--- src/design/tlwad_pkg.sv ---
package tlwad_pkg;

  localparam int unsigned L1_ENTRIES         = 4096;
  localparam int unsigned L2_ENTRIES         = 256;
  localparam int unsigned L2_TABLE_COUNT_DEF = 8;

  localparam int unsigned S_TDATA_W = 80;
  localparam int unsigned S_TUSER_W = 2;
  localparam int unsigned M_TDATA_W = 8;

  localparam logic [1:0] CMD_LOOKUP = 2'd0;
  localparam logic [1:0] CMD_WR_L1  = 2'd1;
  localparam logic [1:0] CMD_WR_L2  = 2'd2;

  localparam logic [1:0] L1_COARSE  = 2'b01;
  localparam logic [1:0] L1_SECTION = 2'b10;

  typedef enum logic [1:0] {
    OP_LOOKUP,
    OP_WR_L1,
    OP_WR_L2,
    OP_NOP
  } op_e;

  typedef enum logic [1:0] {
    MT_FAULT = 2'd0,
    MT_WB    = 2'd1,
    MT_NC    = 2'd2,
    MT_DEV   = 2'd3
  } mem_type_e;

  typedef enum logic [1:0] {
    B_IDLE,
    B_L1,
    B_L2
  } back_state_e;

  typedef struct packed {
    op_e         op;
    logic [19:0] va_hi;
    logic [11:0] idx;
    logic [31:0] desc;
  } q_entry_t;

  function automatic mem_type_e decode_type(logic c, logic b, logic [2:0] tex);
    mem_type_e mt;
    if (c) begin
      mt = MT_WB;
    end else if (tex == 3'd1) begin
      mt = MT_NC;
    end else if (b) begin
      mt = MT_DEV;
    end else begin
      mt = MT_FAULT;
    end
    return mt;
  endfunction

endpackage

--- src/design/tlwad_front.sv ---
module tlwad_front #(
  parameter int unsigned L2_TABLE_COUNT = tlwad_pkg::L2_TABLE_COUNT_DEF
) (
  input  logic                             clk_i,
  input  logic                             rst_ni,
  input  logic                             s_valid_i,
  output logic                             s_ready_o,
  input  logic [tlwad_pkg::S_TDATA_W-1:0]  s_data_i,
  input  logic [tlwad_pkg::S_TUSER_W-1:0]  s_user_i,
  output logic                             q_valid_o,
  output tlwad_pkg::q_entry_t              q_entry_o,
  input  logic                             q_pop_i
);
  import tlwad_pkg::*;

  localparam int unsigned PoolWords = L2_TABLE_COUNT * L2_ENTRIES;

  q_entry_t    in_entry;
  q_entry_t    fifo_q [2];
  logic        wr_ptr_q, wr_ptr_d;
  logic        rd_ptr_q, rd_ptr_d;
  logic [1:0]  count_q, count_d;
  logic        push;

  always_comb begin
    in_entry.va_hi = s_data_i[31:12];
    in_entry.idx   = s_data_i[43:32];
    in_entry.desc  = s_data_i[75:44];
    case (s_user_i)
      CMD_LOOKUP: in_entry.op = OP_LOOKUP;
      CMD_WR_L1:  in_entry.op = OP_WR_L1;
      CMD_WR_L2: begin
        if (32'(s_data_i[43:32]) < 32'(PoolWords)) begin
          in_entry.op = OP_WR_L2;
        end else begin
          in_entry.op = OP_NOP;
        end
      end
      default:    in_entry.op = OP_NOP;
    endcase
  end

  assign s_ready_o = (count_q != 2'd2);
  assign push      = s_valid_i && s_ready_o;
  assign q_valid_o = (count_q != 2'd0);
  assign q_entry_o = fifo_q[rd_ptr_q];

  always_comb begin
    wr_ptr_d = push ? ~wr_ptr_q : wr_ptr_q;
    rd_ptr_d = q_pop_i ? ~rd_ptr_q : rd_ptr_q;
    count_d  = count_q + {1'b0, push} - {1'b0, q_pop_i};
  end

  always_ff @(posedge clk_i or negedge rst_ni) begin
    if (!rst_ni) begin
      wr_ptr_q <= 1'b0;
      rd_ptr_q <= 1'b0;
      count_q  <= 2'd0;
    end else begin
      wr_ptr_q <= wr_ptr_d;
      rd_ptr_q <= rd_ptr_d;
      count_q  <= count_d;
    end
  end

  always_ff @(posedge clk_i) begin
    if (push) begin
      fifo_q[wr_ptr_q] <= in_entry;
    end
  end

  a_no_pop_empty: assert property (@(posedge clk_i) disable iff (!rst_ni)
    q_pop_i |-> count_q != 2'd0)
    else $error("pop from empty queue");

  a_count_tracks: assert property (@(posedge clk_i) disable iff (!rst_ni)
    (push && !q_pop_i) |=> count_q == $past(count_q) + 2'd1)
    else $error("queue count lost a push");

  a_no_push_full: assert property (@(posedge clk_i) disable iff (!rst_ni)
    count_q == 2'd2 |-> !push)
    else $error("push into full queue");

endmodule

--- config.mk ---
export PLATFORM = sky130hd
export DESIGN_NAME = tlwad_front
export DESIGN_NICKNAME = d
export VERILOG_FILES = /design/src/design/tlwad_pkg.sv /design/src/design/tlwad_front.sv
export SDC_FILE = /design/constraint.sdc
export NUM_CORES = 1
export LEC_CHECK = 0
export BUFFER_PORTS_ARGS = -buffer_cell sky130_fd_sc_hd__buf_2
export CAP_MARGIN = 20
export CORE_MARGIN = 2
export CORE_UTILIZATION = 40
export DETAILED_ROUTE_END_ITERATION = 7
export GPL_TIMING_DRIVEN = 0
export PLACE_DENSITY_LB_ADDON = 0.05
export SKIP_CTS_REPAIR_TIMING = 1
export SKIP_LAST_GASP = 1
export SLEW_MARGIN = 15
export SYNTH_ARGS = -nofsm -noshare
export SYNTH_HDL_FRONTEND = slang
export SYNTH_SLANG_ARGS = --single-unit
--- constraint.sdc ---
create_clock -name clk_i -period 9.1 [get_ports clk_i]
set_clock_uncertainty 0.05 [all_clocks]
set_input_delay 0.455 -clock clk_i [delete_from_list [all_inputs] [get_ports clk_i]]
set_output_delay 0.455 -clock clk_i [all_outputs]
set_load 0.01 [all_outputs]
==> Yosys cells after proc, flatten, opt, wreduce, memory -nomap -nowiden <==
Memory sizes are Yosys's and may differ from the RTL's.
Index checks and enable logic that the tools add are counted.
{ "word_totals": {"ff_bits": 4, "ram_bits": 132, "inputBits": 86, "out_inout_bits": 68, "word_cells": 19, "mem_count": 1} }
{ "mem_list": {"columns": ["name", "words", "word_bits", "read_ports", "rd_clocked_by_memory_dff", "wr", "line_no", "text"], "rows": [
  ["fifo_q", 2, 66, 1, 0, 1, "tlwad_front.sv:19", "q_entry_t fifo_q [2];"]
]} }
{ "op_classes": {"addsub": 2, "magnitude_cmp": 1, "eq_ne": 3, "muxes": 4, "bitwise_logic": 2, "reduce_logical": 3} }
{ "op_table": {"columns": ["op", "count"], "rows": [
  ["less-than comparator 12 bit, second input constant", 1],
  ["one-hot mux 2 bit (3 select lines)", 1],
  ["2-to-1 mux 1 bit", 3],
  ["adder 2 x 1 -> 2 bit", 1],
  ["equality test 2 x 1 -> 1 bit, second input constant", 1],
  ["equality test 2 bit, second input constant", 1],
  ["zero test 2 bit", 1],
  ["inequality test 2 bit, second input constant", 1],
  ["inverter 1 bit", 2],
  ["nonzero test 2 bit", 1],
  ["subtractor 2 x 1 -> 2 bit", 1],
  ["logical AND 1 bit", 1]
]} }

==> Longest topological paths before layout <==
Gate-level depths: netlist of run 1.
{ "logic_depth": {"depth_word": 4, "mapped_depth": 5} }

==> Least setup slack after synthesis of run 1 <==
No wires, ideal clock.
{ "synth_path": {"kind": "flip-flop to flip-flop", "startpoint": "register count_q[0]", "endpoint": "memory fifo_q[0][0] (netlist bit), enable pin", "setup_time_ps": 490, "t_arrival_ps": 3444, "required_time_ps": 8560, "path_slack_ps": 5116, "stages_incl_launch_ff": 4, "n_path_buf": 0, "period_less_slack_ps": 3984, "cell_sequence": "dfrtp_1 > nand2b_1 > nand2_1 > nor2_1"} }
{ "synth_via": {"elab_chain_len": 4} }
{ "synth_rtl": {"columns": ["item", "line_no", "text"], "rows": [
  ["start: declaration", "tlwad_front.sv:22", "logic [1:0] count_q, count_d;"],
  ["start signal: assignment", "tlwad_front.sv:62", "count_q <= count_d;"],
  ["inequality test 2 bit", "tlwad_front.sv:43", "assign s_ready_o = (count_q != 2'd2);"],
  ["net s_ready_o", "tlwad_front.sv:7", "output logic s_ready_o,"],
  ["logical AND 1 bit", "tlwad_front.sv:44", "assign push = s_valid_i && s_ready_o;"],
  ["2-to-1 mux 1 bit", "tlwad_front.sv:67", "if (push) begin"],
  ["2-to-1 mux 1 bit (implied by the code)", "tlwad_front.sv:68", "fifo_q[wr_ptr_q] <= in_entry;"],
  ["end: declaration", "tlwad_front.sv:19", null]
]} }
The timed path passes the listed nets, and every way through them passes these cells.

==> qor.csv, run 1 <==
stage;metric;value;unit
status;status;complete, no violations;
drt;wl_met1;3.73;mm
setup_path;crit_slowest_cell;dfrtp_1;
drt;wl_met2;4.21;mm
die;dieArea;0.0136;sq mm
drt;ant_nets;0;
setup_path;required;8.60;ns
yosys;ys.warnings.count;0;
power;power.switching;0.000602;W
timing;fin_setup_tns;0;ns
timing;fin_crit;2.19;ns
global_route;grt_first_pass_wirelength;13.2;mm
clock_tree;clk_latency;0.41;ns
run;cap_violations;0;
drt;drt_iter0_markers;91;
global_route;grt_usage;13.5;%
global_route;antenna_found_initial;1;
global_route;grt_pass1_vias;2548;
global_route;grt_overflow_total;0;
setup_path;arrival;1.69;ns
cells_and_area;layout_commonest_cell;buf_2;
setup_path;crit_path_start;rd_ptr_q$_DFFE_PN0P_;
power;powerDensity;338;mW/mm^2
power;p_clk_share;31.9;%
setup_path;r2r-start;count_q[0]$_DFF_PN0_;
power;power.leakage;2.63;nW
die;start_util;40.6;%
setup_path;critPathMaxStageDelay;0.39;ns
yosys;synth-seq-area-share;79.9;%
cells_and_area;syn_to_final_growth;32.4;%
cells_and_area;fillers;1068;
cells_and_area;drive_gt1_share;62.2;%
timing;period_share;24.1;%
setup_path;reg2reg_slack;6.94;ns
clock_tree;cts_htree_levels;4;
yosys;synth.distinct_cells;20;
setup_path;crit_fanout;10;
cells_and_area;most-common-layout-cells;140 x buf_2, 132 x edfxtp_1, 36 x mux2_2;
timing;hold_violations;0;
placed_design;dp.cells;536;
die;coreArea;0.0125;sq mm
drt;top_layer;met5;
yosys;mappedNetlistNets;311;
global_route;grt_max_degree;42;
yosys;syn-instance-count;224;
setup_path;cp_num_cells;4;
placed_design;gp_congestion;0.682;
setup_path;r2r_end;fifo_q[0][33]$_DFFE_PP_;
drt;via_per_inst;4.54;
power;internal_power;0.00168;W
drt;wl_per_cell;15.8;um
timing;clock.fmax;456;MHz
placed_design;place_hpwl;5.99;mm
clock_tree;cts_tree;yes;
yosys;synth.top_cells.by_area;edfxtp_1 78%, mux2_4 8.9%, mux2_2 8.0%, dfrtp_1 2.0%, buf_6 0.66%;
cells_and_area;final_nets;471;
die;rows;41;
setup_path;path_delay_family;buffers and inverters;
yosys;avgSynthCellArea;22.7;sq um
yosys;yosysTopAreaCell;edfxtp_1;
drt;vias;2587;
drt;dr_wl_met3;846;um
placed_design;numPortBuffers;137;
timing;finalMaxSlewViolations;0;
clock_tree;clock_sinks;136;
timing;hold_slack;0.180;ns
die;die_h;117;um
clock_tree;cts_buffer_depth;2;
yosys;synth_area;0.00508;sq mm
clock_tree;path_clk_slew;0.05;ns
timing;rsz0062_at_grt;no;
clock_tree;clockRootBuffer;clkbuf_16;
setup_path;cp-endpoint;q_entry_o[34];
setup_path;path_buf_inv;3;
hold_path;hold_class;in -> reg;
cells_and_area;stdcell_count;570;
setup_path;path_class;reg -> out;
drt;drc;0;
power;peakVddDrop;0.196;mV
timing;slew_headroom;50.0;%
drt;wl;8.98;mm
timing;worst_slew_pin_slew;0.748;ns
yosys;synth_top_area_share;78.0;%
die;fp.dieW;117;um
setup_path;setup.worst_path.end_class;output pin;
drt;drt-pass1-iter-count;4;
clock_tree;cts_buffers;17;
setup_path;reg2reg_depth;5;
power;netSwitchingFraction;26.4;%
setup_path;crit_chain;buf_4, buf_6, mux2_4, buf_2;
power;p_seq_share;39.1;%
die;io_pins;154;
setup_path;critPathLaunchType;register;
timing;setup_viol;0;
power;combPwrFrac;29.0;%
yosys;synth_seq_cells;136;
[per-stage QoR]
stage	cell area, sq um	setup slack [ns]	total power [W]	util (%)
floorplan	5080	5.12	0.00133	-
global placement	5980	3.20	0.00157	47.8
detailed placement	6070	6.87	0.00158	48.5
CTS	6720	6.84	0.00231	53.7
global route	6730	6.74	0.00239	53.8
finish	6730	6.91	0.00228	53.8
[layer usage]
layer | vias to the layer above | track usage (%)
li1 | 1212 | -
met1 | 1266 | 15.8
met3 | 16 | 7.11
met5 | - | 0
met4 | 2 | 7.53
met2 | 91 | 20.2
[synth_stat cells]
cell,n
nand2b_1,1
and3_1,1
a21oi_1,1
clkbuf_1,1
dfrtp_1,4
nor2_1,1
nand2_1,1
edfxtp_1,132
a21o_1,1
a21bo_2,1
xor2_1,1
mux2_2,36
ha_1,1
mux2_4,30
or2_2,1
nor3b_1,1
buf_6,3
xnor2_1,3
buf_4,1
buf_2,3
[flip-flops by register name (all words and copies together) (netlist names)]
register and count:
wr_ptr_q 1, rd_ptr_q 1, count_q 2, fifo_q 132
[layout make-up]
class,count,area [sq um],area share (%)
Multi-Input combinational cell,80,972,14.4
Clock buffer,27,543,8.07
Clock inverter,5,105,1.56
Timing Repair Buffer,141,771,11.4
Tap cell,172,215,3.20
Antenna cell,1,2.50,0.0372
Buffer,8,60.1,0.892
Sequential cell,136,4060,60.4
[cell families after synthesis]
group / count (synthesis) / synth area share (%)
flip-flops: 136 / 79.9
adder cells (fa/ha/maj): 1 / 0.246
multiplexers: 66 / 16.8
AND/OR/NAND/NOR: 6 / 0.665
XOR/XNOR: 4 / 0.689
AO/OA/AOI/OAI: 3 / 0.443
buffers and inverters: 8 / 1.18
[worst min path at each step]
stage,depth (start not counted),from,end
after detailed placement,1,rst_ni,count_q[1]$_DFF_PN0_
after global placement,1,rst_ni,count_q[0]$_DFF_PN0_
final,1,s_data_i[65],fifo_q[1][21]$_DFFE_PP_
after global routing,1,s_data_i[59],fifo_q[0][15]$_DFFE_PP_
after floorplan,0,rst_ni,count_q[0]$_DFF_PN0_
after CTS,1,rst_ni,wr_ptr_q$_DFFE_PN0P_
[power by group through the flow]
stage	registers (W)	logic (W)	clock network, W
2_1_floorplan	0.000905	0.000427	0
3_3_place_gp	0.000921	0.000650	0
3_5_place_dp	0.000906	0.000679	0
4_1_cts	0.000893	0.000681	0.000740
5_1_grt	0.000904	0.000723	0.000764
6_report	0.000891	0.000661	0.000725
[worst register-to-register path, cell delays in order, from the launching register on]
cell and delay, ns:
dfrtp_1 0.38, nand2b_1 0.17, nand2_1 0.15, nor2_4 0.61, buf_12 0.29, buf_16 0.20
No activity file was read; power rests on OpenSTA's default activity.
==> run 2, diff against run 1 <==
==> constraint.sdc (replaced) <==
create_clock -name clk_i -period 1.8 [get_ports clk_i]
set_clock_uncertainty 0.05 [all_clocks]
set_input_delay 0.09 -clock clk_i [delete_from_list [all_inputs] [get_ports clk_i]]
set_output_delay 0.09 -clock clk_i [all_outputs]
set_load 0.01 [all_outputs]
==> run 2 against run 1 <==
Net effect: register-to-register slack got worse by 6.7 ns; critical path type unchanged; clock power increased to 4.1 times the previous value; sequential power rose to 5.1 times the previous value; total power rose to 4.9 times the previous value; highest routed layer is now met4; largest cell class unchanged.
==> qor.csv, run 2 (same netlist as run 1, synthesis figures left out) <==
stage;metric;value;unit;change
status;status;complete, no violations;;
cells_and_area;syn_to_final_growth;44.6;%;
cells_and_area;most-common-layout-cells;140 x buf_2, 132 x edfxtp_1, 70 x dlygate4sd3_1;;
timing;worst_slew_pin_slew;0.675;ns;-0.0737 ns
setup_path;critPathMaxStageDelay;0.42;ns;+0.03 ns
timing;hold_violations;0;;unchanged
die;dieArea;0.0136;sq mm;unchanged
global_route;grt_max_degree;38;;-9.5%
global_route;antenna_found_initial;0;;-1
setup_path;crit_slowest_cell;dfrtp_2;;
placed_design;gp_congestion;0.641;;-6.0%
cells_and_area;drive_gt1_share;52.8;%;-9.4 points
run;cap_violations;0;;unchanged
cells_and_area;postLayoutCellArea;0.00735;sq mm;+9.2%
drt;ant_nets;0;;unchanged
timing;setup_viol;0;;unchanged
clock_tree;cts_buffer_depth;2;;unchanged
drt;drc;0;;unchanged
drt;drt-pass1-iter-count;4;;unchanged
global_route;grt_overflow_total;0;;unchanged
clock_tree;clockRootBuffer;clkbuf_16;;
timing;rsz0062_at_grt;yes;;
timing;hold_slack;0.0218;ns;-0.158 ns
timing;period_share;97.7;%;
hold_path;hold_class;in -> reg;;
setup_path;crit_fanout;10;;unchanged
drt;wl_per_cell;15.1;um;-4.4%
setup_path;critPathLaunchType;register;;
power;powerDensity;1510;mW/mm^2;+350%
setup_path;setup.worst_path.end_class;output pin;;
clock_tree;cts_tree;yes;;
drt;vias;2835;;+9.6%
die;coreArea;0.0125;sq mm;unchanged
clock_tree;cts_buffers;17;;unchanged
global_route;grt_first_pass_wirelength;13.3;mm;+1.4%
drt;via_per_inst;4.43;;-2.4%
timing;clock.fmax;568;MHz;
placed_design;placed_cell_area;0.00607;sq mm;unchanged
die;io_pins;154;;unchanged
cells_and_area;layout_commonest_cell;buf_2;;
power;peakVddDrop;0.757;mV;+290%
placed_design;numPortBuffers;137;;unchanged
setup_path;arrival;1.62;ns;-0.07 ns
power;power.leakage;2.89;nW;+10%
cells_and_area;largest_reg_flops;132;;unchanged
cells_and_area;num_antenna_cells;0;;-1
drt;drt_iter0_markers;89;;-2.2%
setup_path;required;1.66;ns;-6.94 ns
clock_tree;path_clk_slew;0.05;ns;about the same
global_route;grt_pass1_vias;2596;;+1.9%
die;start_util;40.6;%;unchanged
setup_path;cp_common_cell;buf_2;;
placed_design;place_hpwl;5.95;mm;-0.73%
die;rows;41;;unchanged
cells_and_area;reg.largest.list;fifo_q x132, count_q x2;;
cells_and_area;final_nets;546;;+16%
die;fp.dieW;117;um;unchanged
clock_tree;cts_htree_levels;4;;unchanged
die;die_h;117;um;unchanged
timing;finalMaxSlewViolations;0;;unchanged
clock_tree;clk_latency;0.41;ns;about the same
global_route;grt_usage;13.7;%;+0.21 points
drt;wl;9.64;mm;+7.3%
timing;slew_headroom;55.0;%;+5.0 points
setup_path;path_class;reg -> out;;
cells_and_area;post-route-util;58.7;%;+5.0 points
timing;fin_crit;1.76;ns;
cells_and_area;largest-register;fifo_q;;
setup_path;crit_chain;buf_2, mux2_2, buf_2;;
clock_tree;clock_sinks;136;;unchanged
==> run 2: metrics by stage <==
step / setup slack, ns / instances / TNS [ns] / total power [W]
after global placement: -0.907 / 533 / -101.29 / 0.00791
final: 0.0406 / 640 / 0 / 0.0111
after detailed placement: -0.276 / 536 / -7.68 / 0.00801
after global routing: -0.0554 / 640 / -1.18 / 0.0117
after floorplan: -0.245 / 224 / -22.18 / 0.00673
after CTS: -0.285 / 564 / -11.63 / 0.0110
==> run 2: path summary, 6_finish.rpt <==
kind	from	to	slack (ns)	cells after the start
worst max-delay path	rd_ptr_q$_DFFE_PN0P_	q_entry_o[57]	0.04	3
min in group asynchronous	rst_ni	count_q[0]$_DFF_PN0_	0.54	3
worst min-delay path	s_valid_i	wr_ptr_q$_DFFE_PN0P_	0.02	3
worst min register to register	count_q[0]$_DFF_PN0_	count_q[0]$_DFF_PN0_	0.50	1
max in group asynchronous	rst_ni	rd_ptr_q$_DFFE_PN0P_	0.97	3
worst max register to register	count_q[1]$_DFF_PN0_	fifo_q[0][39]$_DFFE_PP_	0.20	3
==> run 2: worst max-delay path, delay by kind of cell (launching register included) <==
kind	cells	cell delay [ns]
buffers and inverters	2	0.43
flip-flops	1	0.42
multiplexers	1	0.37
==> run 2: routing by layer <==
| layer | routed length [um] | up-vias | GRT usage (%) | share of wire (%) |
|---|---|---|---|---|
| li1 | - | 1362 | - | - |
| met5 | 0 | - | 0 | 0 |
| met4 | 241 | 0 | 8.31 | 2.5 |
| met3 | 581 | 16 | 6.59 | 6.0 |
| met2 | 4700 | 90 | 21.4 | 49 |
| met1 | 4110 | 1367 | 15.3 | 43 |
==> run 2: final cells by class <==
type | count | area (sq um)
fill | 1019 | 5160
sequential | 136 | 4070
timing repair buffer | 214 | 1480
multi-input combinational | 82 | 1000
clock buffer | 20 | 437
tap | 172 | 215
buffer | 8 | 98.8
clock inverter | 8 | 60.1
==> run 2: power breakdown <==
group          switching [W]  leakage [nW]  internal, W
clock                0.00111         0.245      0.00183
sequential          0.000203          1.27      0.00433
combinational        0.00176          1.37      0.00190
==> run 3, diff against run 2 <==
--- a/config.mk
+++ b/config.mk
@@ -7,12 +7,12 @@
 export LEC_CHECK = 0
 export BUFFER_PORTS_ARGS = -buffer_cell sky130_fd_sc_hd__buf_2
 export CAP_MARGIN = 20
+export CELL_PAD_IN_SITES_DETAIL_PLACEMENT = 0
+export CELL_PAD_IN_SITES_GLOBAL_PLACEMENT = 1
 export CORE_MARGIN = 2
-export CORE_UTILIZATION = 40
+export CORE_UTILIZATION = 39
 export DETAILED_ROUTE_END_ITERATION = 7
-export GPL_TIMING_DRIVEN = 0
 export PLACE_DENSITY_LB_ADDON = 0.05
-export SKIP_CTS_REPAIR_TIMING = 1
 export SKIP_LAST_GASP = 1
 export SLEW_MARGIN = 15
 export SYNTH_ARGS = -nofsm -noshare
==> run 3 against run 2 <==
Net effect: non-clock buffer count did not move; combinational power up 9.0%; critical path depth grew 1; final area rose by 1.6%; largest power group unchanged; critical path type unchanged; sequential share of layout area shrank 0.84 points; the flow now finishes with violations (setup timing); register-to-register slack better by 0.17 ns; highest routed layer unchanged; clock power barely moved; sequential cell count is the same.
==> qor.csv, run 3 (same netlist as run 1, synthesis figures left out) <==
stage;metric;value;unit;change
cells_and_area;stdcell_count;639;;-0.16%
drt;wl;9.88;mm;+2.5%
drt;drc;0;;unchanged
die;die_h;118;um;+1.2%
drt;drt-pass1-iter-count;4;;unchanged
placed_design;gp_congestion;0.689;;+7.5%
die;coreArea;0.0127;sq mm;+1.2%
setup_path;crit_fanout;8;;-2
timing;worst_slew_pin_slew;0.222;ns;-0.453 ns
setup_path;arrival;1.67;ns;+0.05 ns
drt;via_per_inst;4.45;;+0.55%
clock_tree;path_clk_slew;0.05;ns;about the same
die;fp.dieW;118;um;+1.2%
cells_and_area;num_antenna_cells;0;;unchanged
die;io_pins;154;;unchanged
setup_path;required;1.66;ns;about the same
cells_and_area;post-route-util;59.0;%;+0.21 points
clock_tree;cts_htree_levels;4;;unchanged
cells_and_area;fillers;1031;;+1.2%
cells_and_area;drive_gt1_share;52.2;%;-0.53 points
cells_and_area;postLayoutCellArea;0.00747;sq mm;+1.6%
setup_path;reg2reg_depth;3;;unchanged
power;netSwitchingFraction;27.4;%;-0.19 points
power;power.switching;0.00314;W;+2.3%
timing;hold_violations;0;;unchanged
power;p_seq_share;39.4;%;-1.3 points
cells_and_area;syn_to_final_growth;47.0;%;
run;cap_violations;0;;unchanged
drt;wl_per_cell;15.5;um;+2.7%
timing;fin_crit;1.81;ns;+0.0537 ns
setup_path;r2r-start;count_q[0]$_DFF_PN0_;;
power;combPwrFrac;34.8;%;+1.9 points
hold_path;hold_class;in -> reg;;
hold_path;min_from;s_data_i[55];;
cells_and_area;largest_reg_flops;132;;unchanged
timing;setup_ws;-0.0131;ns;-0.0537 ns
global_route;grt_usage;14.4;%;+0.63 points
setup_path;critPathLaunchType;register;;
clock_tree;clk_latency;0.41;ns;about the same
global_route;antenna_found_initial;0;;unchanged
die;rows;41;;unchanged
clock_tree;cts_buffer_depth;2;;unchanged
setup_path;reg2reg_slack;0.37;ns;+0.17 ns
power;p_clk_share;25.8;%;-0.6 points
cells_and_area;most-common-layout-cells;132 x edfxtp_1, 132 x buf_2, 70 x dlygate4sd3_1;;
power;internal_power;0.00833;W;+3.3%
hold_path;hold_end;fifo_q[1][11]$_DFFE_PP_;;
global_route;grt_max_degree;37;;-2.6%
timing;rsz0062_at_grt;yes;;
cells_and_area;largest-register;fifo_q;;
timing;setup_viol;18;;+18
placed_design;place_hpwl;5.74;mm;-3.5%
cells_and_area;reg.largest.list;fifo_q x132, count_q x2;;
drt;vias;2846;;+0.39%
timing;period_share;101;%;+3.0 points
power;power.leakage;2.93;nW;+1.4%
die;start_util;40.1;%;-0.49 points
timing;finalMaxSlewViolations;0;;unchanged
global_route;grt_pass1_vias;3115;;+20%
die;dieArea;0.0140;sq mm;+2.5%
global_route;grt_first_pass_wirelength;15.2;mm;+14%
placed_design;placed_cell_area;0.00607;sq mm;unchanged
setup_path;r2r_end;fifo_q[1][30]$_DFFE_PP_;;
setup_path;path_class;reg -> out;;
status;violations;setup timing;;
clock_tree;clock_sinks;136;;unchanged
placed_design;dp.cells;531;;-0.93%
placed_design;preCtsSetupSlack;0.339;ns;+0.615 ns
clock_tree;cts_tree;yes;;
timing;clock.fmax;552;MHz;-3.0%
hold_path;hold_depth;2;;-1
power;powerDensity;1540;mW/mm^2;+1.4%
timing;slew_headroom;85.2;%;+30 points
global_route;grt_overflow_total;0;;unchanged
clock_tree;cts_buffers;17;;unchanged
placed_design;numPortBuffers;137;;unchanged
power;peakVddDrop;0.874;mV;+15%
drt;drt_iter0_markers;181;;+100%
setup_path;setup.worst_path.end_class;output pin;;
cells_and_area;final_nets;544;;-0.37%
clock_tree;clockRootBuffer;clkbuf_16;;
status;status;complete, but fails checks;;
drt;ant_nets;0;;unchanged
==> run 3: changes by cell type in the layout (fill, tap and decap cells not counted), sizes merged <==
cell | before | now
buf | 151 | 149
clkinvlp | 0 | 1
clkinv | 7 | 5
nor2 | 2 | 1
clkbuf | 21 | 25
and3 | 2 | 1
==> run 3: power groups by stage <==
stage               Combinational [W]  Sequential, W  Clock [W]
floorplan                     0.00219        0.00454          0
global placement              0.00340        0.00459          0
detailed placement            0.00338        0.00462          0
CTS                           0.00365        0.00457    0.00304
global route                  0.00429        0.00459    0.00318
finish                        0.00399        0.00453    0.00296
==> run 3: through the flow <==
| step | TNS, ns | hold slack [ns] | power [W] |
|---|---|---|---|
| 6_report | -0.0740 | 0.352 | 0.0115 |
| 2_1_floorplan | -22.18 | -0.256 | 0.00673 |
| 3_3_place_gp | 0 | -0.143 | 0.00798 |
| 5_1_grt | -2.06 | 0.344 | 0.0121 |
| 4_1_cts | -0.687 | 0.335 | 0.0113 |
| 3_5_place_dp | 0 | -0.143 | 0.00801 |
==> run 3: worst max-delay path by stage <==
stage                          from                     end  slack, ns  cells after the start
6_report       rd_ptr_q$_DFFE_PN0P_           q_entry_o[43]      -0.01                      4
5_1_grt        rd_ptr_q$_DFFE_PN0P_           q_entry_o[49]      -0.06                      4
4_1_cts        rd_ptr_q$_DFFE_PN0P_            q_entry_o[3]      -0.05                      3
3_5_place_dp   rd_ptr_q$_DFFE_PN0P_           q_entry_o[65]       0.34                      3
3_3_place_gp   rd_ptr_q$_DFFE_PN0P_           q_entry_o[64]       0.33                      3
2_1_floorplan  count_q[0]$_DFF_PN0_  fifo_q[0][0]$_DFFE_PP_      -0.25                      3
==> run 3: worst max-delay path: stages, from the launching register on <==
cell       delay, ns
dfrtp_4         0.50
buf_6           0.15
clkbuf_16       0.17
mux2_4          0.29
buf_2           0.15
==> run 3: per-layer routing <==
metal  part of all wire, %  wire [um]  vias up  global-route usage (%)
met5                     0          0        -                       0
met4                   1.8        176        0                    6.93
met3                   5.5        548       14                    5.55
met2                    49       4870       91                    23.2
met1                    43       4280     1389                    16.8
li1                      -          -     1352                       -
==> run 3: area by class of cell <==
class                   count  area, sq um  share of cell area (%)
flip-flops and latches    136         4070                    54.4
repair buffers            222         1700                    22.8
multi-input cells          80          987                    13.2
clock buffers              22          444                    5.95
well taps                 172          215                    2.88
clock inverters             7         56.3                   0.754
==> run 3: what timing repair did <==
action                                 4_1_cts  5_1_grt
setup endpoints to repair                   54       43
gates cloned                                 1        4
setup buffers                                1        3
resized for setup                            2       11
hold buffers                                70        0
endpoints found under the hold margin      138        0
